`src/rtl/ndp_pkg.sv`:
```
// ----------------------------------------------------------------------------
// ndp_pkg
// Shared types, constants and the tanh breakpoint table for the dense
// neuron core.
// ----------------------------------------------------------------------------
package ndp_pkg;

  // Store depth and derived widths.
  localparam int MAX_INPUTS = 64;
  localparam int ADDR_W     = $clog2(MAX_INPUTS);
  localparam int CNT_W      = 7;
  localparam int SMP_W      = 16;
  localparam int ACC_W      = 40;
  localparam int PROD_W     = 2 * SMP_W;
  localparam int MAG_SHIFT  = 10;
  localparam int MAG_W      = ACC_W - MAG_SHIFT;
  localparam int FRAC_W     = 13;
  localparam int SEG_W      = 3;
  localparam int PT_W       = 15;
  localparam int ACT_W      = 16;
  localparam int BIAS_SHIFT = 12;

  // Stream payload widths.
  localparam int IN_TDATA_W  = 24;
  localparam int OUT_TDATA_W = 16;

  // Activation for an input beyond the last breakpoint: exactly one in Q1.14.
  localparam logic [ACT_W-1:0] ACT_ONE = ACT_W'(16384);

  // Item kinds carried on the input tuser.
  typedef enum logic {
    OP_LOAD = 1'b0,
    OP_FEED = 1'b1
  } opcode_t;

  // Configuration register indexes.
  typedef enum logic {
    REG_NUM_INPUTS = 1'b0,
    REG_BIAS       = 1'b1
  } cfg_reg_t;

  // Sequencer states.
  typedef enum logic [2:0] {
    ST_IDLE,
    ST_MUL,
    ST_ACC,
    ST_BIAS,
    ST_MAG,
    ST_IMUL,
    ST_FIN
  } state_t;

  // Accumulator operations.
  typedef enum logic [1:0] {
    ACC_HOLD,
    ACC_MAC,
    ACC_BIAS,
    ACC_CLEAR
  } acc_op_t;

  // Multiplier operand selection.
  typedef enum logic {
    MUL_MAC,
    MUL_TANH
  } mul_sel_t;

  // Control word from the sequencer to the datapath.
  typedef struct packed {
    logic     mul_en;
    mul_sel_t mul_sel;
    acc_op_t  acc_op;
    logic     mag_en;
  } dp_ctrl_t;

  // tanh at 0, 0.5, ..., 3.5 in Q1.14; the final point is forced to one.
  function automatic logic [PT_W-1:0] tanh_point(input logic [SEG_W-1:0] idx);
    logic [PT_W-1:0] pt;
    unique case (idx)
      3'd0:    pt = PT_W'(0);
      3'd1:    pt = PT_W'(7571);
      3'd2:    pt = PT_W'(12478);
      3'd3:    pt = PT_W'(14830);
      3'd4:    pt = PT_W'(15795);
      3'd5:    pt = PT_W'(16165);
      3'd6:    pt = PT_W'(16303);
      default: pt = PT_W'(16384);
    endcase
    return pt;
  endfunction

endpackage

```
`src/rtl/neuron_dot_product_tanh_core.sv`:
```
// ----------------------------------------------------------------------------
// neuron_dot_product_tanh_core
// One dense neuron: weight store, multiply-accumulate and tanh activation.
// ----------------------------------------------------------------------------
// Usage:
//   Configuration writes (cfg_valid/cfg_ready, always ready) set the element
//   count and the Q3.12 bias; index 0 is num_inputs, index 1 is bias.
//   Input items arrive on the in_ stream. A load item (tuser low) writes one
//   weight into the 64-entry store and leaves the core idle. A feed item (tuser
//   high) multiplies its element by the next weight and accumulates it; it
//   occupies the core for its weight read, multiply and accumulate steps,
//   all through the single shared multiplier and the 40-bit adder.
//   A feed item with tlast high ends the vector. Its result appears on the
//   out_ stream after the accumulate step on a size error, otherwise after
//   the bias add, magnitude, slope multiply and final add steps.
//   The core is not ready while a feed item is in progress. A finished result
//   waits in the output register; a new item is taken once that register is
//   empty or is being emptied in the same cycle, so a stalled receiver holds
//   the input side at most until it takes the result.
//   Reset clears the accumulator, the element count and the output register
//   and sets num_inputs to one and the bias to zero; the weight store keeps
//   its contents and must be loaded before use.
// ----------------------------------------------------------------------------
module neuron_dot_product_tanh_core (
  input  logic                               clk,
  input  logic                               rst_n,
  // Configuration write channel.
  input  logic                               cfg_valid,
  output logic                               cfg_ready,
  input  logic                               cfg_index,
  input  logic [ndp_pkg::SMP_W-1:0]          cfg_data,
  // Input stream.
  input  logic                               in_tvalid,
  output logic                               in_tready,
  // [5:0] weight_index, [21:6] sample, [23:22] zero
  input  logic [ndp_pkg::IN_TDATA_W-1:0]     in_tdata,
  // [0] opcode
  input  logic                               in_tuser,
  input  logic                               in_tlast,
  // Result stream.
  output logic                               out_tvalid,
  input  logic                               out_tready,
  // [15:0] activation
  output logic [ndp_pkg::OUT_TDATA_W-1:0]    out_tdata,
  // [0] size_error
  output logic                               out_tuser
);

  ndp_pkg::state_t                   state_r;
  ndp_pkg::state_t                   state_nxt;
  ndp_pkg::dp_ctrl_t                 ctrl;

  logic [ndp_pkg::CNT_W-1:0]         num_inputs_r;
  logic signed [ndp_pkg::SMP_W-1:0]  bias_r;
  logic [ndp_pkg::CNT_W-1:0]         count_r;
  logic signed [ndp_pkg::SMP_W-1:0]  sample_r;
  logic                              last_r;
  logic signed [ndp_pkg::SMP_W-1:0]  weight_r;
  logic [ndp_pkg::SMP_W-1:0]         weight_mem [ndp_pkg::MAX_INPUTS];

  logic                              out_valid_r;
  logic [ndp_pkg::ACT_W-1:0]         out_data_r;
  logic                              out_err_r;

  logic                              in_fire;
  logic                              acc_en;
  logic                              bad;
  logic [ndp_pkg::CNT_W-1:0]         cnt_inc;
  logic signed [ndp_pkg::ACT_W-1:0]  act;

  assign cfg_ready  = 1'b1;
  assign in_tready  = (state_r == ndp_pkg::ST_IDLE) && (!out_valid_r || out_tready);
  assign in_fire    = in_tvalid && in_tready;
  assign out_tvalid = out_valid_r;
  assign out_tdata  = out_data_r;
  assign out_tuser  = out_err_r;

  // Configuration registers.
  always_ff @(posedge clk) begin
    if (!rst_n) begin
      num_inputs_r <= ndp_pkg::CNT_W'(1);
      bias_r       <= '0;
    end else if (cfg_valid && cfg_ready) begin
      unique case (ndp_pkg::cfg_reg_t'(cfg_index))
        ndp_pkg::REG_NUM_INPUTS: num_inputs_r <= cfg_data[ndp_pkg::CNT_W-1:0];
        ndp_pkg::REG_BIAS:       bias_r       <= $signed(cfg_data);
        default:                 bias_r       <= bias_r;
      endcase
    end
  end

  // Weight store: written by load items, read at the current element position.
  always_ff @(posedge clk) begin
    if (in_fire && (ndp_pkg::opcode_t'(in_tuser) == ndp_pkg::OP_LOAD)) begin
      weight_mem[in_tdata[ndp_pkg::ADDR_W-1:0]] <=
        in_tdata[ndp_pkg::ADDR_W+ndp_pkg::SMP_W-1:ndp_pkg::ADDR_W];
    end
    weight_r <= $signed(weight_mem[count_r[ndp_pkg::ADDR_W-1:0]]);
  end

  // Captured feed item.
  always_ff @(posedge clk) begin
    if (in_fire) begin
      sample_r <= $signed(in_tdata[ndp_pkg::ADDR_W+ndp_pkg::SMP_W-1:ndp_pkg::ADDR_W]);
      last_r   <= in_tlast;
    end
  end

  // Element bookkeeping.
  always_comb begin
    acc_en  = (count_r < num_inputs_r) &&
              (count_r < ndp_pkg::CNT_W'(ndp_pkg::MAX_INPUTS));
    cnt_inc = (count_r == {ndp_pkg::CNT_W{1'b1}}) ? count_r : count_r + 1'b1;
    bad     = (cnt_inc != num_inputs_r) || (num_inputs_r == '0) ||
              (num_inputs_r > ndp_pkg::CNT_W'(ndp_pkg::MAX_INPUTS));
  end

  // Sequencer state register.
  always_ff @(posedge clk) begin
    if (!rst_n) begin
      state_r <= ndp_pkg::ST_IDLE;
    end else begin
      state_r <= state_nxt;
    end
  end

  // Next state and datapath control.
  always_comb begin
    state_nxt    = state_r;
    ctrl.mul_en  = 1'b0;
    ctrl.mul_sel = ndp_pkg::MUL_MAC;
    ctrl.acc_op  = ndp_pkg::ACC_HOLD;
    ctrl.mag_en  = 1'b0;
    unique case (state_r)
      ndp_pkg::ST_IDLE: begin
        if (in_fire && (ndp_pkg::opcode_t'(in_tuser) == ndp_pkg::OP_FEED)) begin
          state_nxt = ndp_pkg::ST_MUL;
        end
      end
      ndp_pkg::ST_MUL: begin
        ctrl.mul_en = 1'b1;
        state_nxt   = ndp_pkg::ST_ACC;
      end
      ndp_pkg::ST_ACC: begin
        if (acc_en) begin
          ctrl.acc_op = ndp_pkg::ACC_MAC;
        end
        if (last_r && bad) begin
          ctrl.acc_op = ndp_pkg::ACC_CLEAR;
          state_nxt   = ndp_pkg::ST_IDLE;
        end else if (last_r) begin
          state_nxt = ndp_pkg::ST_BIAS;
        end else begin
          state_nxt = ndp_pkg::ST_IDLE;
        end
      end
      ndp_pkg::ST_BIAS: begin
        ctrl.acc_op = ndp_pkg::ACC_BIAS;
        state_nxt   = ndp_pkg::ST_MAG;
      end
      ndp_pkg::ST_MAG: begin
        ctrl.mag_en = 1'b1;
        state_nxt   = ndp_pkg::ST_IMUL;
      end
      ndp_pkg::ST_IMUL: begin
        ctrl.mul_en  = 1'b1;
        ctrl.mul_sel = ndp_pkg::MUL_TANH;
        state_nxt    = ndp_pkg::ST_FIN;
      end
      ndp_pkg::ST_FIN: begin
        ctrl.acc_op = ndp_pkg::ACC_CLEAR;
        state_nxt   = ndp_pkg::ST_IDLE;
      end
      default: begin
        state_nxt = ndp_pkg::ST_IDLE;
      end
    endcase
  end

  // Element counter, back to zero after the last element of a vector.
  always_ff @(posedge clk) begin
    if (!rst_n) begin
      count_r <= '0;
    end else if (state_r == ndp_pkg::ST_ACC) begin
      count_r <= last_r ? '0 : cnt_inc;
    end
  end

  // Output register: loaded with an error result or the activation.
  always_ff @(posedge clk) begin
    if (!rst_n) begin
      out_valid_r <= 1'b0;
    end else if ((state_r == ndp_pkg::ST_ACC) && last_r && bad) begin
      out_valid_r <= 1'b1;
    end else if (state_r == ndp_pkg::ST_FIN) begin
      out_valid_r <= 1'b1;
    end else if (out_tready) begin
      out_valid_r <= 1'b0;
    end
  end

  always_ff @(posedge clk) begin
    if ((state_r == ndp_pkg::ST_ACC) && last_r && bad) begin
      out_data_r <= '0;
      out_err_r  <= 1'b1;
    end else if (state_r == ndp_pkg::ST_FIN) begin
      out_data_r <= act;
      out_err_r  <= 1'b0;
    end
  end

  ndp_datapath u_datapath (
    .clk    (clk),
    .rst_n  (rst_n),
    .ctrl   (ctrl),
    .sample (sample_r),
    .weight (weight_r),
    .bias   (bias_r),
    .act    (act)
  );

endmodule

```
`src/rtl/ndp_datapath.sv`:
```
// ----------------------------------------------------------------------------
// ndp_datapath
// Shared 16x16 multiplier, saturating 40-bit accumulator and the
// piecewise-linear tanh back end, stepped by the sequencer in the top level.
// ----------------------------------------------------------------------------
module ndp_datapath (
  input  logic                                clk,
  input  logic                                rst_n,
  input  ndp_pkg::dp_ctrl_t                   ctrl,
  input  logic signed [ndp_pkg::SMP_W-1:0]    sample,
  input  logic signed [ndp_pkg::SMP_W-1:0]    weight,
  input  logic signed [ndp_pkg::SMP_W-1:0]    bias,
  output logic signed [ndp_pkg::ACT_W-1:0]    act
);

  logic signed [ndp_pkg::PROD_W-1:0] prod_r;
  logic signed [ndp_pkg::ACC_W-1:0]  acc_r;
  logic                              neg_r;
  logic                              sat_r;
  logic [ndp_pkg::SEG_W-1:0]         seg_r;
  logic [ndp_pkg::FRAC_W-1:0]        frac_r;

  logic signed [ndp_pkg::SMP_W-1:0]  mul_a;
  logic signed [ndp_pkg::SMP_W-1:0]  mul_b;
  logic signed [ndp_pkg::PROD_W-1:0] prod_nxt;
  logic [ndp_pkg::SEG_W-1:0]         seg_hi;
  logic [ndp_pkg::PT_W-1:0]          pt_diff;
  logic signed [ndp_pkg::ACC_W-1:0]  addend;
  logic signed [ndp_pkg::ACC_W:0]    sum_wide;
  logic signed [ndp_pkg::ACC_W-1:0]  sum_sat;
  logic [ndp_pkg::ACC_W-1:0]         mag;
  logic [ndp_pkg::MAG_W-1:0]         mag_q14;
  logic [ndp_pkg::MAG_W-ndp_pkg::FRAC_W-1:0] seg_full;
  logic [ndp_pkg::ACT_W-1:0]         y;

  // Operand selection for the shared multiplier: weight times element, or
  // the slope of the current tanh segment times the fraction within it.
  always_comb begin
    seg_hi  = (seg_r == {ndp_pkg::SEG_W{1'b1}}) ? seg_r : seg_r + 1'b1;
    pt_diff = ndp_pkg::tanh_point(seg_hi) - ndp_pkg::tanh_point(seg_r);
    unique case (ctrl.mul_sel)
      ndp_pkg::MUL_MAC: begin
        mul_a = sample;
        mul_b = weight;
      end
      ndp_pkg::MUL_TANH: begin
        mul_a = $signed({1'b0, pt_diff});
        mul_b = $signed({{(ndp_pkg::SMP_W - ndp_pkg::FRAC_W){1'b0}}, frac_r});
      end
      default: begin
        mul_a = sample;
        mul_b = weight;
      end
    endcase
    prod_nxt = mul_a * mul_b;
  end

  // Saturating adder shared by the multiply-accumulate and the bias add.
  always_comb begin
    if (ctrl.acc_op == ndp_pkg::ACC_BIAS) begin
      addend = {{(ndp_pkg::ACC_W - ndp_pkg::SMP_W - ndp_pkg::BIAS_SHIFT){bias[ndp_pkg::SMP_W-1]}},
                bias, {ndp_pkg::BIAS_SHIFT{1'b0}}};
    end else begin
      addend = {{(ndp_pkg::ACC_W - ndp_pkg::PROD_W){prod_r[ndp_pkg::PROD_W-1]}}, prod_r};
    end
    sum_wide = {acc_r[ndp_pkg::ACC_W-1], acc_r} + {addend[ndp_pkg::ACC_W-1], addend};
    if (sum_wide[ndp_pkg::ACC_W] != sum_wide[ndp_pkg::ACC_W-1]) begin
      sum_sat = sum_wide[ndp_pkg::ACC_W] ? {1'b1, {(ndp_pkg::ACC_W-1){1'b0}}}
                                         : {1'b0, {(ndp_pkg::ACC_W-1){1'b1}}};
    end else begin
      sum_sat = sum_wide[ndp_pkg::ACC_W-1:0];
    end
  end

  // Magnitude in Q14, split into segment and fraction.
  always_comb begin
    mag      = acc_r[ndp_pkg::ACC_W-1] ? (~acc_r + 1'b1) : acc_r;
    mag_q14  = mag[ndp_pkg::ACC_W-1:ndp_pkg::MAG_SHIFT];
    seg_full = mag_q14[ndp_pkg::MAG_W-1:ndp_pkg::FRAC_W];
  end

  // Interpolated result with the sign restored.
  always_comb begin
    if (sat_r) begin
      y = ndp_pkg::ACT_ONE;
    end else begin
      y = {1'b0, ndp_pkg::tanh_point(seg_r)}
        + {{(ndp_pkg::ACT_W - ndp_pkg::FRAC_W){1'b0}},
           prod_r[2*ndp_pkg::FRAC_W-1:ndp_pkg::FRAC_W]};
    end
    act = neg_r ? $signed(-y) : $signed(y);
  end

  // Product register.
  always_ff @(posedge clk) begin
    if (ctrl.mul_en) begin
      prod_r <= prod_nxt;
    end
  end

  // Accumulator, cleared by reset and after every vector.
  always_ff @(posedge clk) begin
    if (!rst_n) begin
      acc_r <= '0;
    end else begin
      unique case (ctrl.acc_op)
        ndp_pkg::ACC_HOLD:  acc_r <= acc_r;
        ndp_pkg::ACC_MAC:   acc_r <= sum_sat;
        ndp_pkg::ACC_BIAS:  acc_r <= sum_sat;
        ndp_pkg::ACC_CLEAR: acc_r <= '0;
        default:            acc_r <= acc_r;
      endcase
    end
  end

  // Segment registers; a segment of seven or more saturates to one.
  always_ff @(posedge clk) begin
    if (ctrl.mag_en) begin
      neg_r  <= acc_r[ndp_pkg::ACC_W-1];
      sat_r  <= (|seg_full[ndp_pkg::MAG_W-ndp_pkg::FRAC_W-1:ndp_pkg::SEG_W])
              | (&seg_full[ndp_pkg::SEG_W-1:0]);
      seg_r  <= seg_full[ndp_pkg::SEG_W-1:0];
      frac_r <= mag_q14[ndp_pkg::FRAC_W-1:0];
    end
  end

endmodule

```
`config.mk`:
```
export PLATFORM = sky130hd
export DESIGN_NAME = neuron_dot_product_tanh_core
export DESIGN_NICKNAME = d
export VERILOG_FILES = /design/src/rtl/ndp_pkg.sv /design/src/rtl/neuron_dot_product_tanh_core.sv /design/src/rtl/ndp_datapath.sv
export SDC_FILE = /design/constraint.sdc
export NUM_CORES = 2
export LEC_CHECK = 0
export ABC_AREA = 1
export BUFFER_PORTS_ARGS = -buffer_cell sky130_fd_sc_hd__buf_2
export CELL_PAD_IN_SITES_DETAIL_PLACEMENT = 2
export CELL_PAD_IN_SITES_GLOBAL_PLACEMENT = 2
export CORE_MARGIN = 4
export CORE_UTILIZATION = 42
export DETAILED_ROUTE_END_ITERATION = 8
export PLACE_DENSITY = 0.83
export SLEW_MARGIN = 10
export SYNTH_ARGS = -nofsm -noshare
export SYNTH_HDL_FRONTEND = slang
export SYNTH_SLANG_ARGS = --single-unit
```
`constraint.sdc`:
```
create_clock -name clk -period 9.4 [get_ports clk]
set_clock_uncertainty 0.05 [all_clocks]
set_input_delay 1.88 -clock clk [delete_from_list [all_inputs] [get_ports clk]]
set_output_delay 1.88 -clock clk [all_outputs]
set_load 0.02 [all_outputs]
```
==> impl_metrics.env <==
export IMPL_htreeDepth=4
export IMPL_ys_top_cells_by_area="edfxtp_1, fa_1, nor2_1"
export IMPL_drt_iter0_drc=5308
export IMPL_leakage_nw=27.82
export IMPL_synthMuxAreaShare=0.001265
export IMPL_worstPathRequired_ps=9870
export IMPL_ys_warnings_count=0
export IMPL_path_max_fanout=8
export IMPL_synth_compound_area_frac=0.1123
export IMPL_async_flop_share=0
export IMPL_area_growth_pct=11.34
export IMPL_period_needed_ps=8964
export IMPL_synth_top_family_by_area="simple AND/OR/NAND/NOR gates"
export IMPL_slew_headroom=0.1868
export IMPL_critPathMaxStageDelay_ps=650
export IMPL_crit_path_end_kind="flip-flop"
export IMPL_instances_no_fill=8467
export IMPL_via_count=51751
export IMPL_path_class="flip-flop to flip-flop"
export IMPL_synth_distinct_cells=57
export IMPL_cts_tree="built"
export IMPL_cp_num_cells=37
export IMPL_path_clk_slew_ps=80
export IMPL_wirelength_um=265700
export IMPL_core_mm2=0.1498
export IMPL_worst_path_most_repeated_cell="nand2_1"
export IMPL_drtAntennaViolNets=0
export IMPL_clk_path_buf_depth=3
export IMPL_cap_violations=0
export IMPL_die_area_mm2=0.1570
export IMPL_yosys_area_top_type="edfxtp_1"
export IMPL_worstSkewPairLatency_ps=790
export IMPL_crit_start="u_datapath.seg_r[0]$_DFFE_PP_"
export IMPL_status="finished clean"
export IMPL_rr_worst_depth=37
export IMPL_synth_nets=6780
export IMPL_fin_crit_sh=0.9536
export IMPL_grt_pass1_wl_um=388500
export IMPL_crit_family="adder cells"
export IMPL_cts_hold_buffers=0
export IMPL_hpwl_um=164700
export IMPL_track_usage=0.3332
export IMPL_finalWeightedCongestion=0.8986
export IMPL_synth_edf_count=1091
export IMPL_drc=0
export IMPL_ios=68
export IMPL_p_total_mw=21.78
export IMPL_powerDensity_mw_per_mm2=309.0
export IMPL_fmax_ghz=0.1116
export IMPL_hold_depth=2
export IMPL_ys_flop_type="edfxtp_1"
export IMPL_min_from="out_tdata[1]$_SDFFE_PP0P_"
export IMPL_grt_ovfl_total=0
export IMPL_synth_fa_ha_area_frac=0.1147
export IMPL_yosys_register_bits=1198
export IMPL_setup_viol_count_final=0
export IMPL_grt_pass1_vias=57428
export IMPL_grt_max_degree=196
export IMPL_dieHeight_um=396.2
export IMPL_antenna_found_initial=8
export IMPL_r2r_start="u_datapath.seg_r[0]$_DFFE_PP_"
export IMPL_yosysSeqAreaShare=0.5513
export IMPL_start_kind="flip-flop"
export IMPL_wl_per_cell_um=31.38
export IMPL_cts_made_buffers=134
export IMPL_dr_pass1_iters=5
export IMPL_synthXorXnorAreaFrac=0.01300
export IMPL_path_buf_inv=6
export IMPL_dp_cells=8224
export IMPL_cp_data_arrival_time_ps=9440
export IMPL_clock_sinks=1198
export IMPL_final_max_slew_viol_count=0
export IMPL_syn_avg_cell_area_um2=10.03
export IMPL_fin_nets=6817
export IMPL_vias_per_cell=6.112
export IMPL_tightest_slew_ps=1218
export IMPL_drive_gt1_frac=0.07226
export IMPL_start_util=0.4227
export IMPL_synth_top_area_frac=0.5175
export IMPL_cp_slowest_cell="fa_1"
export IMPL_syn_inst=6310
export IMPL_die_w_um=396.2
export IMPL_portBuffers=64
export IMPL_rows=142
export IMPL_final_hold_violation_count=0
export IMPL_peakVddDrop_uv=508.4
export IMPL_synthSimpleGateAreaFrac=0.1495
export IMPL_most_common_layout_cells="nor2_1, edfxtp_1, nand2_1"
export IMPL_final_common_cell="nor2_1"
export IMPL_syn_area_mm2=0.06331
export IMPL_cts_root_buf="clkbuf_16"
export IMPL_min_path_type="flip-flop to flip-flop"
synth_stat cells (3+ instances only):
master,count
nor4_1,6
a31oi_1,4
o2111ai_1,3
o21bai_1,15
clkbuf_1,247
inv_1,642
nand3_2,5
a21oi_1,169
o21ai_2,9
xnor2_1,37
nand3_1,191
edfxtp_1,1091
nor3_1,22
buf_6,5
o21ai_0,730
a21boi_0,3
clkinv_1,5
or2_2,8
o22ai_1,313
ha_1,158
o32ai_1,13
buf_4,6
inv_2,3
a21o_1,4
fa_1,264
o221ai_1,8
nand2_2,12
xor2_1,57
nand3b_1,12
mux2i_1,8
o21ai_1,6
nand4_1,79
nand2_1,857
o31ai_1,5
dfxtp_1,107
nor2_1,1137
nor2_2,5
buf_2,28
buf_1,14
routing by layer:
layer  global-route usage  vias to the layer above  part of all wire
met5                    0                        -           0.00016
met4               0.1823                        6             0.060
met3              0.04982                      734             0.064
met2               0.5827                     2442              0.50
met1               0.3945                    26980              0.38
li1                     -                    21589                 -
worst reg2reg max path, delay by kind of cell, from the launching register on:
kind / cells / cell delay [ps]
flops: 1 / 570
xor+xnor: 1 / 170
compound gates: 5 / 960
fa+ha+maj: 9 / 4290
buf+inv: 6 / 680
simple gates: 16 / 2010
through the flow:
step,utilization,setup WS [ps],setup TNS [ps],area [um2],hold WS (ps)
floorplan,-,1709,0,63310,397.2
global placement,0.4409,675.9,0,66030,378.1
detailed placement,0.4409,400.6,0,66030,380.9
CTS,0.4698,288.2,0,70360,395.1
global route,0.4706,-36.50,-62.05,70480,423.6
finish,0.4706,435.7,0,70490,392.0
layout make-up:
cell class	count	area, um2
multi-input combinational	4162	24870
tap	2016	2522
inverter	650	2459
sequential	1198	34920
clock inverter	72	719.4
antenna	2	5.005
fill	15326	79290
timing repair buffer	201	1386
clock buffer	166	3611
report_power, final:
part	total [mW]	internal [mW]	leakage (nW)	switching (mW)
Sequential	6.39	6.28	10.7	0.103
Clock	5.44	3.00	2.11	2.43
Combinational	9.95	3.23	15.0	6.72
Total	21.8	12.5	27.8	9.26
final timing paths:
path | to | slack [ps]
hold / removal | out_tdata[1]$_SDFFE_PP0P_ | 390
setup reg to reg | u_datapath.prod_r[28]$_DFFE_PP_ | 440
hold reg to reg | out_tdata[1]$_SDFFE_PP0P_ | 390
setup / recovery | u_datapath.prod_r[28]$_DFFE_PP_ | 440
state kept, by name, indices dropped and copies added (netlist names):
register	count
weight_mem	1024
u_datapath.acc_r	40
u_datapath.prod_r	32
bias_r	16
out_tdata	16
sample_r	16
weight_r	16
u_datapath.frac_r	13
count_r	7
num_inputs_r	7
state_r	3
u_datapath.seg_r	3
last_r	1
out_tuser	1
out_tvalid	1
u_datapath.neg_r	1
u_datapath.sat_r	1
cells by family (layout without fill, tap and decap cells):
group / after synthesis / after routing
and+or+nand+nor: 2343 / 2343
AOI/OAI and AO/OA: 1294 / 1294
DFF: 1198 / 1198
buffers and inverters: 950 / 1089
adders and majority gates: 422 / 422
xor gates and xnor gates: 94 / 94
muxes: 8 / 8
other: 1 / 3
repair_timing:
| item | in CTS | in global routing |
|---|---|---|
| resized for setup | 0 | 24 |
| setup buffers | 0 | 3 |
| endpoints found under the setup margin | 0 | 8 |
Note: power is estimated with default switching activity, not from simulation.
